File: src/hw/rtl/multivariate_poly_eval_mod_core_macros.svh
// ----------------------------------------------------------------------------
// Assertion macros
// Shared assertion helpers for the polynomial evaluator.
// ----------------------------------------------------------------------------
`ifndef MULTIVARIATE_POLY_EVAL_MOD_CORE_MACROS_SVH
`define MULTIVARIATE_POLY_EVAL_MOD_CORE_MACROS_SVH

// same-cycle implication
`define MPE_ASSERT_NOW(lbl, ante, cons, msg) \
    lbl: assert property (@(posedge clk) disable iff (!rst_n) (ante) |-> (cons)) \
        else $error(msg);

// next-cycle implication
`define MPE_ASSERT_NEXT(lbl, ante, cons, msg) \
    lbl: assert property (@(posedge clk) disable iff (!rst_n) (ante) |=> (cons)) \
        else $error(msg);

`endif

File: src/hw/rtl/mpe_pkg.sv
`timescale 1ns / 1ps
// ----------------------------------------------------------------------------
// mpe_pkg
// Types and constants for the polynomial evaluator.
// ----------------------------------------------------------------------------
package mpe_pkg;

    localparam int WORD_W  = 64;
    localparam int EXP_W   = 16;
    localparam int VARS    = 4;
    localparam int CFG_IDX_W = 3;
    localparam int CNT_W   = 6;

    localparam logic [CFG_IDX_W-1:0] REG_MODULUS = 3'd0;
    localparam logic [CFG_IDX_W-1:0] REG_POINT_0 = 3'd1;
    localparam logic [CFG_IDX_W-1:0] REG_POINT_1 = 3'd2;
    localparam logic [CFG_IDX_W-1:0] REG_POINT_2 = 3'd3;
    localparam logic [CFG_IDX_W-1:0] REG_POINT_3 = 3'd4;

    typedef enum logic [0:0] {
        OP_REDUCE = 1'b0,
        OP_MUL    = 1'b1
    } mm_op_t;

    typedef struct packed {
        logic              start;
        mm_op_t            op;
        logic [WORD_W-1:0] a;
        logic [WORD_W-1:0] b;
    } mm_cmd_t;

    typedef struct packed {
        logic              busy;
        logic              done;
        logic [WORD_W-1:0] result;
    } mm_stat_t;

endpackage

File: src/hw/rtl/mpe_mulmod.sv
`timescale 1ns / 1ps
// ----------------------------------------------------------------------------
// mpe_mulmod
// Bit-serial modular unit: a*b mod n, or b mod n, one bit per cycle.
// ----------------------------------------------------------------------------
module mpe_mulmod
(
    input  logic                        clk,
    input  logic                        rst_n,
    input  logic [mpe_pkg::WORD_W-1:0]  n,
    input  mpe_pkg::mm_cmd_t            cmd,
    output mpe_pkg::mm_stat_t           stat
);

    localparam int W = mpe_pkg::WORD_W;

    logic                           busy_reg, busy_next;
    logic                           done_reg, done_next;
    logic [mpe_pkg::CNT_W-1:0]      cnt_reg, cnt_next;
    mpe_pkg::mm_op_t                op_reg, op_next;
    logic [W-1:0]                   a_reg, a_next;
    logic [W-1:0]                   b_reg, b_next;
    logic [W-1:0]                   r_reg, r_next;
    logic [W:0]                     t1, t2, n_ext;
    logic                           bin;

    always_comb
    begin
        n_ext = {1'b0, n};
        bin   = (op_reg == mpe_pkg::OP_REDUCE) ? b_reg[W-1] : 1'b0;
        t1    = {r_reg, bin};
        if (t1 >= n_ext)
        begin
            t1 = t1 - n_ext;
        end
        t2 = t1;
        if (op_reg == mpe_pkg::OP_MUL && b_reg[W-1])
        begin
            t2 = t1 + {1'b0, a_reg};
            if (t2 >= n_ext)
            begin
                t2 = t2 - n_ext;
            end
        end
    end

    always_comb
    begin
        busy_next = busy_reg;
        done_next = 1'b0;
        cnt_next  = cnt_reg;
        op_next   = op_reg;
        a_next    = a_reg;
        b_next    = b_reg;
        r_next    = r_reg;
        if (busy_reg)
        begin
            r_next   = t2[W-1:0];
            b_next   = {b_reg[W-2:0], 1'b0};
            cnt_next = cnt_reg - 1'b1;
            if (cnt_reg == '0)
            begin
                busy_next = 1'b0;
                done_next = 1'b1;
            end
        end
        else if (cmd.start)
        begin
            busy_next = 1'b1;
            cnt_next  = mpe_pkg::CNT_W'(W - 1);
            op_next   = cmd.op;
            a_next    = cmd.a;
            b_next    = cmd.b;
            r_next    = '0;
        end
    end

    always_ff @(posedge clk or negedge rst_n)
    begin
        if (!rst_n)
        begin
            busy_reg <= 1'b0;
            done_reg <= 1'b0;
            cnt_reg  <= '0;
            op_reg   <= mpe_pkg::OP_REDUCE;
        end
        else
        begin
            busy_reg <= busy_next;
            done_reg <= done_next;
            cnt_reg  <= cnt_next;
            op_reg   <= op_next;
        end
    end

    always_ff @(posedge clk)
    begin
        a_reg <= a_next;
        b_reg <= b_next;
        r_reg <= r_next;
    end

    assign stat.busy   = busy_reg;
    assign stat.done   = done_reg;
    assign stat.result = r_reg;

endmodule

File: src/hw/rtl/multivariate_poly_eval_mod_core.sv
`timescale 1ns / 1ps
// ----------------------------------------------------------------------------
// multivariate_poly_eval_mod_core
// Sums coeff * prod(point_j ^ exp_j) mod n over terms; emits sum on last.
// ----------------------------------------------------------------------------
// Schedule: each modular step (reduce or multiply) runs on the one bit-serial
//   mod unit; a term takes K steps from accept, K = 2 + min(NUM_VARS, 4)
//   + per variable popcount(e) + (bit length of e) - 1 (nonzero e); after the
//   last term's final step, S_OUT sets m_tvalid once prior output is taken.
// Throughput: one term at a time; s_tready is high only between terms.
// Reset: asynchronous active low; modulus 1, points 0, sum 0, no output.
module multivariate_poly_eval_mod_core
#(
    parameter int NUM_VARS = 4,
    parameter int EXP_BITS = 16
)
(
    input  logic                            clk,
    input  logic                            rst_n,
    input  logic                            cfg_we,
    input  logic [mpe_pkg::CFG_IDX_W-1:0]   cfg_index,
    input  logic [63:0]                     cfg_data,
    input  logic                            s_tvalid,
    output logic                            s_tready,
    input  logic [127:0]                    s_tdata,  // coefficient, exponent_0..3
    input  logic                            s_tlast,  // last_term
    output logic                            m_tvalid,
    input  logic                            m_tready,
    output logic [63:0]                     m_tdata   // value
);

    `include "multivariate_poly_eval_mod_core_macros.svh"

    localparam int W  = mpe_pkg::WORD_W;
    localparam int EW = mpe_pkg::EXP_W;
    localparam int ACT_VARS = (NUM_VARS < mpe_pkg::VARS) ? NUM_VARS : mpe_pkg::VARS;
    localparam int MB = (EXP_BITS < EW) ? EXP_BITS : EW;
    localparam logic [EW-1:0] EXP_MASK = EW'((17'd1 << MB) - 17'd1);
    localparam logic [1:0] LAST_VAR = 2'(ACT_VARS - 1);

    typedef enum logic [6:0] {
        S_IDLE = 7'b0000001,
        S_RCOF = 7'b0000010,
        S_RPT  = 7'b0000100,
        S_MTP  = 7'b0001000,
        S_MSQ  = 7'b0010000,
        S_RSUM = 7'b0100000,
        S_OUT  = 7'b1000000
    } state_t;

    state_t              state_reg, state_next;
    logic [W-1:0]        modulus_reg;
    logic [W-1:0]        point_reg [mpe_pkg::VARS];
    logic [W-1:0]        sum_reg, sum_next;
    logic [W-1:0]        tp_reg, tp_next;
    logic [W-1:0]        sq_reg, sq_next;
    logic [EW-1:0]       exp_reg [mpe_pkg::VARS];
    logic [EW-1:0]       e_reg, e_next;
    logic [1:0]          vi_reg, vi_next;
    logic                last_reg;
    logic                ov_reg, ov_next;
    logic [W-1:0]        out_reg, out_next;
    logic [W-1:0]        n_eff;
    logic [W:0]          add_s;
    logic                accept;
    mpe_pkg::mm_cmd_t    cmd;
    mpe_pkg::mm_stat_t   stat;

    assign n_eff  = (modulus_reg == '0) ? W'(1) : modulus_reg;
    assign accept = s_tvalid && s_tready;
    assign s_tready = (state_reg == S_IDLE);

    mpe_mulmod u_mulmod
    (
        .clk   (clk),
        .rst_n (rst_n),
        .n     (n_eff),
        .cmd   (cmd),
        .stat  (stat)
    );

    always_comb
    begin
        logic [EW-1:0] ev;
        state_next = state_reg;
        sum_next   = sum_reg;
        tp_next    = tp_reg;
        sq_next    = sq_reg;
        e_next     = e_reg;
        vi_next    = vi_reg;
        ov_next    = ov_reg;
        out_next   = out_reg;
        cmd.start  = 1'b0;
        cmd.op     = mpe_pkg::OP_REDUCE;
        cmd.a      = '0;
        cmd.b      = '0;
        ev         = e_reg;
        add_s      = {1'b0, stat.result} + {1'b0, tp_reg};
        if (add_s >= {1'b0, n_eff})
        begin
            add_s = add_s - {1'b0, n_eff};
        end
        if (m_tvalid && m_tready)
        begin
            ov_next = 1'b0;
        end

        unique case (state_reg)
            S_IDLE:
            begin
                if (accept)
                begin
                    cmd.start  = 1'b1;
                    cmd.b      = s_tdata[63:0];
                    state_next = S_RCOF;
                end
            end
            S_RCOF:
            begin
                if (stat.done)
                begin
                    tp_next    = stat.result;
                    vi_next    = '0;
                    e_next     = exp_reg[0];
                    cmd.start  = 1'b1;
                    cmd.b      = point_reg[0];
                    state_next = S_RPT;
                end
            end
            S_RPT, S_MTP, S_MSQ:
            begin
                if (stat.done)
                begin
                    if (state_reg == S_RPT)
                    begin
                        sq_next = stat.result;
                    end
                    else if (state_reg == S_MTP)
                    begin
                        tp_next = stat.result;
                    end
                    else
                    begin
                        sq_next = stat.result;
                        ev      = e_reg >> 1;
                        e_next  = ev;
                    end
                    if (state_reg != S_MTP && ev[0])
                    begin
                        cmd.start  = 1'b1;
                        cmd.op     = mpe_pkg::OP_MUL;
                        cmd.a      = tp_next;
                        cmd.b      = sq_next;
                        state_next = S_MTP;
                    end
                    else if (ev[EW-1:1] != '0)
                    begin
                        cmd.start  = 1'b1;
                        cmd.op     = mpe_pkg::OP_MUL;
                        cmd.a      = sq_next;
                        cmd.b      = sq_next;
                        state_next = S_MSQ;
                    end
                    else if (vi_reg == LAST_VAR)
                    begin
                        cmd.start  = 1'b1;
                        cmd.b      = sum_reg;
                        state_next = S_RSUM;
                    end
                    else
                    begin
                        vi_next    = vi_reg + 2'd1;
                        e_next     = exp_reg[vi_next];
                        cmd.start  = 1'b1;
                        cmd.b      = point_reg[vi_next];
                        state_next = S_RPT;
                    end
                end
            end
            S_RSUM:
            begin
                if (stat.done)
                begin
                    sum_next   = add_s[W-1:0];
                    state_next = last_reg ? S_OUT : S_IDLE;
                end
            end
            S_OUT:
            begin
                if (!ov_reg || m_tready)
                begin
                    out_next   = sum_reg;
                    ov_next    = 1'b1;
                    sum_next   = '0;
                    state_next = S_IDLE;
                end
            end
            default:
            begin
                state_next = S_IDLE;
            end
        endcase
    end

    always_ff @(posedge clk or negedge rst_n)
    begin
        if (!rst_n)
        begin
            state_reg   <= S_IDLE;
            modulus_reg <= W'(1);
            for (int i = 0; i < mpe_pkg::VARS; i++)
            begin
                point_reg[i] <= '0;
            end
            sum_reg     <= '0;
            vi_reg      <= '0;
            ov_reg      <= 1'b0;
        end
        else
        begin
            state_reg <= state_next;
            sum_reg   <= sum_next;
            vi_reg    <= vi_next;
            ov_reg    <= ov_next;
            if (cfg_we)
            begin
                unique case (cfg_index)
                    mpe_pkg::REG_MODULUS: modulus_reg  <= cfg_data;
                    mpe_pkg::REG_POINT_0: point_reg[0] <= cfg_data;
                    mpe_pkg::REG_POINT_1: point_reg[1] <= cfg_data;
                    mpe_pkg::REG_POINT_2: point_reg[2] <= cfg_data;
                    mpe_pkg::REG_POINT_3: point_reg[3] <= cfg_data;
                    default: ;
                endcase
            end
        end
    end

    always_ff @(posedge clk)
    begin
        tp_reg  <= tp_next;
        sq_reg  <= sq_next;
        e_reg   <= e_next;
        out_reg <= out_next;
        if (accept)
        begin
            last_reg <= s_tlast;
            for (int j = 0; j < mpe_pkg::VARS; j++)
            begin
                exp_reg[j] <= (j < ACT_VARS) ? (s_tdata[W + EW*j +: EW] & EXP_MASK) : '0;
            end
        end
    end

    assign m_tvalid = ov_reg;
    assign m_tdata  = out_reg;

    `MPE_ASSERT_NOW(a_idle_unit_free, s_tready, !stat.busy, "unit busy while ready")
    `MPE_ASSERT_NOW(a_result_range, stat.done, stat.result < n_eff, "mod unit out of range")
    `MPE_ASSERT_NEXT(a_accept_leaves_idle, accept, !s_tready && stat.busy,
        "term not started")

endmodule
File: config.mk
export PLATFORM = sky130hd
export DESIGN_NAME = multivariate_poly_eval_mod_core
export DESIGN_NICKNAME = d
export VERILOG_FILES = /design/src/hw/rtl/mpe_pkg.sv /design/src/hw/rtl/mpe_mulmod.sv /design/src/hw/rtl/multivariate_poly_eval_mod_core.sv
export VERILOG_INCLUDE_DIRS = /design/src /design/src/hw/rtl
export SDC_FILE = /design/constraint.sdc
export NUM_CORES = 2
export LEC_CHECK = 0
export BUFFER_PORTS_ARGS = -buffer_cell sky130_fd_sc_hd__buf_4
export CAP_MARGIN = 10
export CORE_UTILIZATION = 45
export CTS_BUF_LIST = sky130_fd_sc_hd__clkbuf_4 sky130_fd_sc_hd__clkbuf_8 sky130_fd_sc_hd__clkbuf_16
export DETAILED_ROUTE_END_ITERATION = 6
export PLACE_DENSITY_LB_ADDON = 0.2
export SLEW_MARGIN = 20
export SYNTH_ARGS = -nofsm -noshare
export SYNTH_HDL_FRONTEND = slang
export SYNTH_SLANG_ARGS = --single-unit
File: constraint.sdc
create_clock -name clk -period 26.5 [get_ports clk]
set_input_delay 1.325 -clock clk [delete_from_list [all_inputs] [get_ports clk]]
set_output_delay 1.325 -clock clk [all_outputs]
set_load 0.005 [all_outputs]
-- After elaboration in Yosys (flattened, before gate mapping)
Memory sizes are Yosys's and may differ from the RTL's.
Cells that the tools add are included.
- logic and storage cells: 155
- memory bits (writable): 64
- memories kept: 1
- bits of input ports: 201
- register bits after elaboration: 804
- bitwise gates (word level): 2
- reductions and logical operators: 26
- magnitude comparators: 4
- multiplexer cells: 72
- equal/unequal tests: 21
- $add $sub $neg: 7
- memories (memory ; words ; bits a word ; read ports ; clocked after Yosys merged registers in ; wr ports ; line ; RTL):
    exp_reg ; 4 ; 16 ; 2 ; 0 ; 4 ; multivariate_poly_eval_mod_core.sv:57 ; logic [EW-1:0] exp_reg [mpe_pkg::VARS];
- operators by type and width (kind ; count):
    $mux W64 ; 22
    $pmux W64 S2 ; 2
    $ge A65 B64 Y1 ; 3
    $mux W65 ; 3
    $pmux W64 S3 ; 1
    $mux W16 ; 9
    $mux W130 ; 1
    $mux W129 ; 1
    $bmux W64 S2 ; 1
    $sub A64 B64 Y64 ; 2
    $add A64 B64 Y65 ; 1
    $add A65 B64 Y65 ; 1
    $sub A65 B64 Y65 ; 1
    $logic_not A64 Y1 ; 1
    $mux W7 ; 6
    $pmux W7 S5 ; 1
    $pmux W16 S2 ; 1
    $mux W6 ; 5
    $reduce_and A2 Y1 ; 8
    $reduce_bool A15 Y1 ; 1
    $mux W1 ; 12
    $mux W2 ; 5
    $ne A2 B1 Y1 const B ; 4
    $ne A2 B2 Y1 const B ; 4
    other kinds (29) ; 36

-- Longest topological paths before layout
- depth after elaboration: 12
- depth in mapped cells: 45
- depth with buffers taken out: 40

-- By module
A second synthesis with hierarchy kept.
- cell total of the unflattened synthesis: 5940
- area, all modules: 58945.3 sq um
- by module, submodules not included (module ; instances ; area an instance (sq um) ; seq. area each (sq um) ; cells each):
    multivariate_poly_eval_mod_core ; 1 ; 38155.3 ; 18059.8 ; 3490
    mpe_mulmod ; 1 ; 20789.9 ; 5980.7 ; 2450

-- Least setup slack after synthesis
Ideal clock, no wire load.
- path kind: register to register
- start point: register state_reg[3]
- end point: register u_mulmod.cnt_reg[4] (netlist bit)
- stages on the path, launching flop included: 13
- path slack: 17.194 ns
- data arrival time: 9.174 ns
- clock period less this slack: 9.306 ns
- setup time: 0.132 ns
- path through: dfrtp_1 > nor3_1 > nor3b_1 > nor3b_1 > inv_1 > a21oi_1 > or2_2 > nor2_1 > inv_1 > nand2_1 > nor3_1 > xnor2_1 > nand2_1
- cells in the longest elaborated chain, start to end: 5
- elaborated cells between the ends (all ways): 10
- those cells by class: eq/ne (5); mux (2); reduce/logical (3)
- ends and longest elaborated chain (item ; line ; RTL):
    start, declared ; multivariate_poly_eval_mod_core.sv:51 ; state_t state_reg, state_next;
    start signal, assigned ; multivariate_poly_eval_mod_core.sv:221 ; state_reg <= state_next;
    $eq A7 B1 Y1 ; multivariate_poly_eval_mod_core.sv:71, multivariate_poly_eval_mod_core.sv:108 ;
    $logic_and A1 B1 Y1 ; multivariate_poly_eval_mod_core.sv:70 ; assign accept = s_tvalid && s_tready;
    $mux W1 ; multivariate_poly_eval_mod_core.sv:111 ; if (accept)
    $pmux W1 S3 * ; multivariate_poly_eval_mod_core.sv:108 ; unique case (state_reg)
    $reduce_bool A2 Y1 (no source line) * ; n/a ;
    end signal, assigned ; mpe_mulmod.sv:91 ; cnt_reg <= cnt_next;
    end, declared ; mpe_mulmod.sv:19 ; logic [mpe_pkg::CNT_W-1:0] cnt_reg, cnt_next;
Every way passes the cells marked *; elsewhere a longest branch is shown, timed or not.
A chain may end at the register's enable or synchronous reset.

-- Worst setup path in the final report
- start point: register modulus_reg[53]
- end point: register u_mulmod.r_reg[0] (data pin)
- cells in the longest elaborated chain, start to end: 9
- elaborated cells between the ends (all ways): 11
- those cells by class: add/sub (3); order compare (2); mux (5); reduce/logical (1)
- ends and longest elaborated chain (item ; line ; RTL):
    start, declared ; multivariate_poly_eval_mod_core.sv:52 ; logic [W-1:0] modulus_reg;
    start signal, assigned ; multivariate_poly_eval_mod_core.sv:228 ; mpe_pkg::REG_MODULUS: modulus_reg <= cfg_data;
    $logic_not A64 Y1 ; multivariate_poly_eval_mod_core.sv:69 ; assign n_eff = (modulus_reg == '0) ? W'(1) : modulus_reg;
    $mux W64 * ; multivariate_poly_eval_mod_core.sv:69 ;
    $sub A65 B64 Y65 or $ge A65 B64 Y1 (tied branches) ; mpe_mulmod.sv:34, mpe_mulmod.sv:32 ;
    $mux W65 ; mpe_mulmod.sv:32 ; if (t1 >= n_ext)
    $add A65 B64 Y65 ; mpe_mulmod.sv:39 ; t2 = t1 + {1'b0, a_reg};
    $sub A64 B64 Y64 or $ge A65 B64 Y1 (tied branches) ; mpe_mulmod.sv:42, mpe_mulmod.sv:40 ;
    $mux W64 ; mpe_mulmod.sv:40 ; if (t2 >= n_ext)
    $mux W64 * ; mpe_mulmod.sv:37 ; if (op_reg == mpe_pkg::OP_MUL && b_reg[W-1])
    $mux W64 * ; mpe_mulmod.sv:56 ; if (busy_reg)
    end signal, assigned ; mpe_mulmod.sv:100 ; r_reg <= r_next;
    end, declared ; mpe_mulmod.sv:23 ; logic [W-1:0] r_reg, r_next;
Marked as above.

==> flow_summary.json <==
{
  "ys_seq_area_share_pct": 41.6,
  "startpoint_type": "register",
  "utilization_pct": 50.5,
  "dp_hpwl_um": 161000,
  "die-area_um2": 130000,
  "cts_setup_buffers": 0,
  "cp_data_arrival_time_ps": 12410,
  "drive_above_1_share_pct": 16.4,
  "hp-class": "register to register",
  "antenna_found_initial": 15,
  "hold_start": "u_mulmod.b_reg[0]",
  "required_ps": 26940,
  "status": "finished with violations",
  "cp_max_fo": 56,
  "r2r_setup_slack_ps": 14530,
  "end_kind": "register",
  "syn_nets": 6338,
  "drc_errors": 17,
  "routed_wl_um": 215000,
  "die_w_um": 360,
  "maxCapViolCount": 0,
  "finalMaxSlewViolations": 0,
  "holdPathStages": 2,
  "clk_pin_slew_ps": 60,
  "worst_r2r_endpoint": "u_mulmod.r_reg[0]",
  "cp_common_cell": "a21oi_1",
  "core_um2": 127000,
  "drt_iter0_drc": 6032,
  "pre_cts_ws_ps": 14650,
  "initial_utilization_pct": 45.3,
  "tns_ps": 0,
  "slew_headroom_pct": 25.2,
  "cts_resized": 0,
  "max_stage_delay_ps": 970,
  "gp_congestion": 0.991,
  "synth_area_per_cell_um2": 9.94,
  "fillerInstances": 11700,
  "ios": 267,
  "path_class": "register to register",
  "clk_latency_ps": 730,
  "fin_skew_ps": 40.5,
  "r2r_start": "modulus_reg[53]",
  "clock-sinks": 868,
  "ys_ff_latch": 868,
  "yosysUniqueCellTypes": 91,
  "nets": 6432,
  "grt_pass1_vias": 46700,
  "setup_viol": 0,
  "gr-total-overflow": 0,
  "root_buffer": "clkbuf_16",
  "setup_ws_ps": 14530,
  "crit_slowest_cell": "a2111oi_0",
  "syn_area_um2": 57700,
  "min_period_ps": 11970,
  "violations": "design-rule violations",
  "rsz0062_at_grt": "false",
  "dr.pass1.iters": 7,
  "antenna_left": 0,
  "largest_reg_flops": 256,
  "ys_warn_count": 0,
  "die_h_um": 360,
  "numPortBuffers": 266,
  "area_growth_pct": 11.5,
  "worst_slew_pin_slew_ps": 1110,
  "hold_viol": 0,
  "cts_tree": "yes",
  "whs_endpoint": "u_mulmod.b_reg[0]",
  "max_freq_mhz": 83.5,
  "vias_per_cell": 6.40,
  "reg2reg_depth": 40,
  "h-tree-depth": 3,
  "hold_buffers": 0,
  "fin_crit_sh_pct": 45.2,
  "synth_edf_count": 464,
  "synth-main-ff-cell": "edfxtp_1",
  "clk_path_buf_depth": 3,
  "rows": 131,
  "numCtsBuffers": 95,
  "netlist_instances": 5810,
  "grt_pass1_wl_um": 312000,
  "wl_per_cell_um": 28.1,
  "vias": 49000,
  "grtUsageTotal_pct": 32.3,
  "grt_max_degree": 167,
  "async_flop_share_pct": 46.4
}
-- synthesized netlist by cell type, drive strengths merged, types with 80 or more instances --
cell type	instances	area, µm²
ha	322	4030
o21ai	543	2720
dfrtp	401	10000
xor2	123	1080
a21o	175	1310
a211oi	117	878
a21oi	431	2160
inv	227	852
nand2	624	2350
nor2	322	1220
mux2i	190	1900
edfxtp	464	13900
clkbuf	292	1100
nand3	94	470
xnor2	182	1590
mux2	326	3670
mux4	80	1800
-- layer usage --
| metal | vias to the layer above | part of all wire [%] | global-route usage [%] |
|---|---|---|---|
| met5 | - | 0.038 | 0 |
| met2 | 2349 | 43 | 47.7 |
| met3 | 337 | 9.7 | 6.81 |
| met1 | 24400 | 44 | 47.1 |
| met4 | 12 | 3.1 | 10.1 |
| li1 | 21900 | - | - |
-- critical path: cells and delay by family (launching register included) --
| family | cells | cell delay [ps] |
|---|---|---|
| mux | 1 | 340 |
| fa+ha+maj | 4 | 1220 |
| xor+xnor | 1 | 170 |
| simple gates | 15 | 3590 |
| buf+inv | 3 | 930 |
| flops | 1 | 380 |
| compound gates | 16 | 4910 |
-- cell families (layout without fill, tap and decap cells) --
family | count (synthesis) | in the layout | share of synthesized area, %
xor gates and xnor gates | 305 | 305 | 4.63
other | 0 | 6 | 0
adders and majority gates | 327 | 327 | 7.15
muxes | 596 | 596 | 12.8
AOI/OAI and AO/OA | 1720 | 1720 | 18.8
buffers and inverters | 563 | 738 | 3.77
and+or+nand+nor | 1431 | 1431 | 11.2
DFF | 868 | 868 | 41.6
-- layout by cell type, fill, tap and decap left out, drive strengths merged, types with 78 or more instances in the layout --
master,instances
ha,322
xor2,123
edfxtp,464
clkbuf,135
xnor2,182
buf,333
nor3,78
mux4,80
a21o,175
nand3,94
a21oi,431
mux2i,190
dfrtp,401
nor2,322
a211oi,117
inv,236
o21ai,543
nand2,624
mux2,326
-- stage by stage --
| step | area, µm² | instances | hold slack, ps |
|---|---|---|---|
| after floorplan | 57700 | 5810 | 425 |
| after global placement | 61200 | 7469 | 445 |
| after detailed placement | 61200 | 7469 | 457 |
| after CTS | 64300 | 7647 | 471 |
| after global routing | 64300 | 7648 | 503 |
| final | 64300 | 7653 | 468 |
-- worst max-delay path by stage --
stage | from | slack [ps] | to
after floorplan | state_reg[3] | 17190 | u_mulmod.cnt_reg[4]
after global placement | modulus_reg[53] | 14820 | u_mulmod.r_reg[13]
after detailed placement | modulus_reg[53] | 14650 | u_mulmod.r_reg[7]
after CTS | modulus_reg[53] | 14590 | u_mulmod.r_reg[0]
after global routing | modulus_reg[53] | 13760 | u_mulmod.r_reg[14]
final | modulus_reg[53] | 14530 | u_mulmod.r_reg[0]
-- area by class of cell --
cell class / count / area, µm² / area share, %
antenna: 6 / 15.0 / 0.0233
clock buffer: 135 / 2800 / 4.36
clock inverter: 43 / 358 / 0.556
inverter: 227 / 858 / 1.33
multi-input combinational: 4379 / 31600 / 49.2
sequential: 868 / 24000 / 37.4
tap: 1662 / 2080 / 3.23
timing repair buffer: 333 / 2530 / 3.94
Power is not shown: default switching activity piles up to over one toggle a cycle in this logic, so the estimate is an artifact.
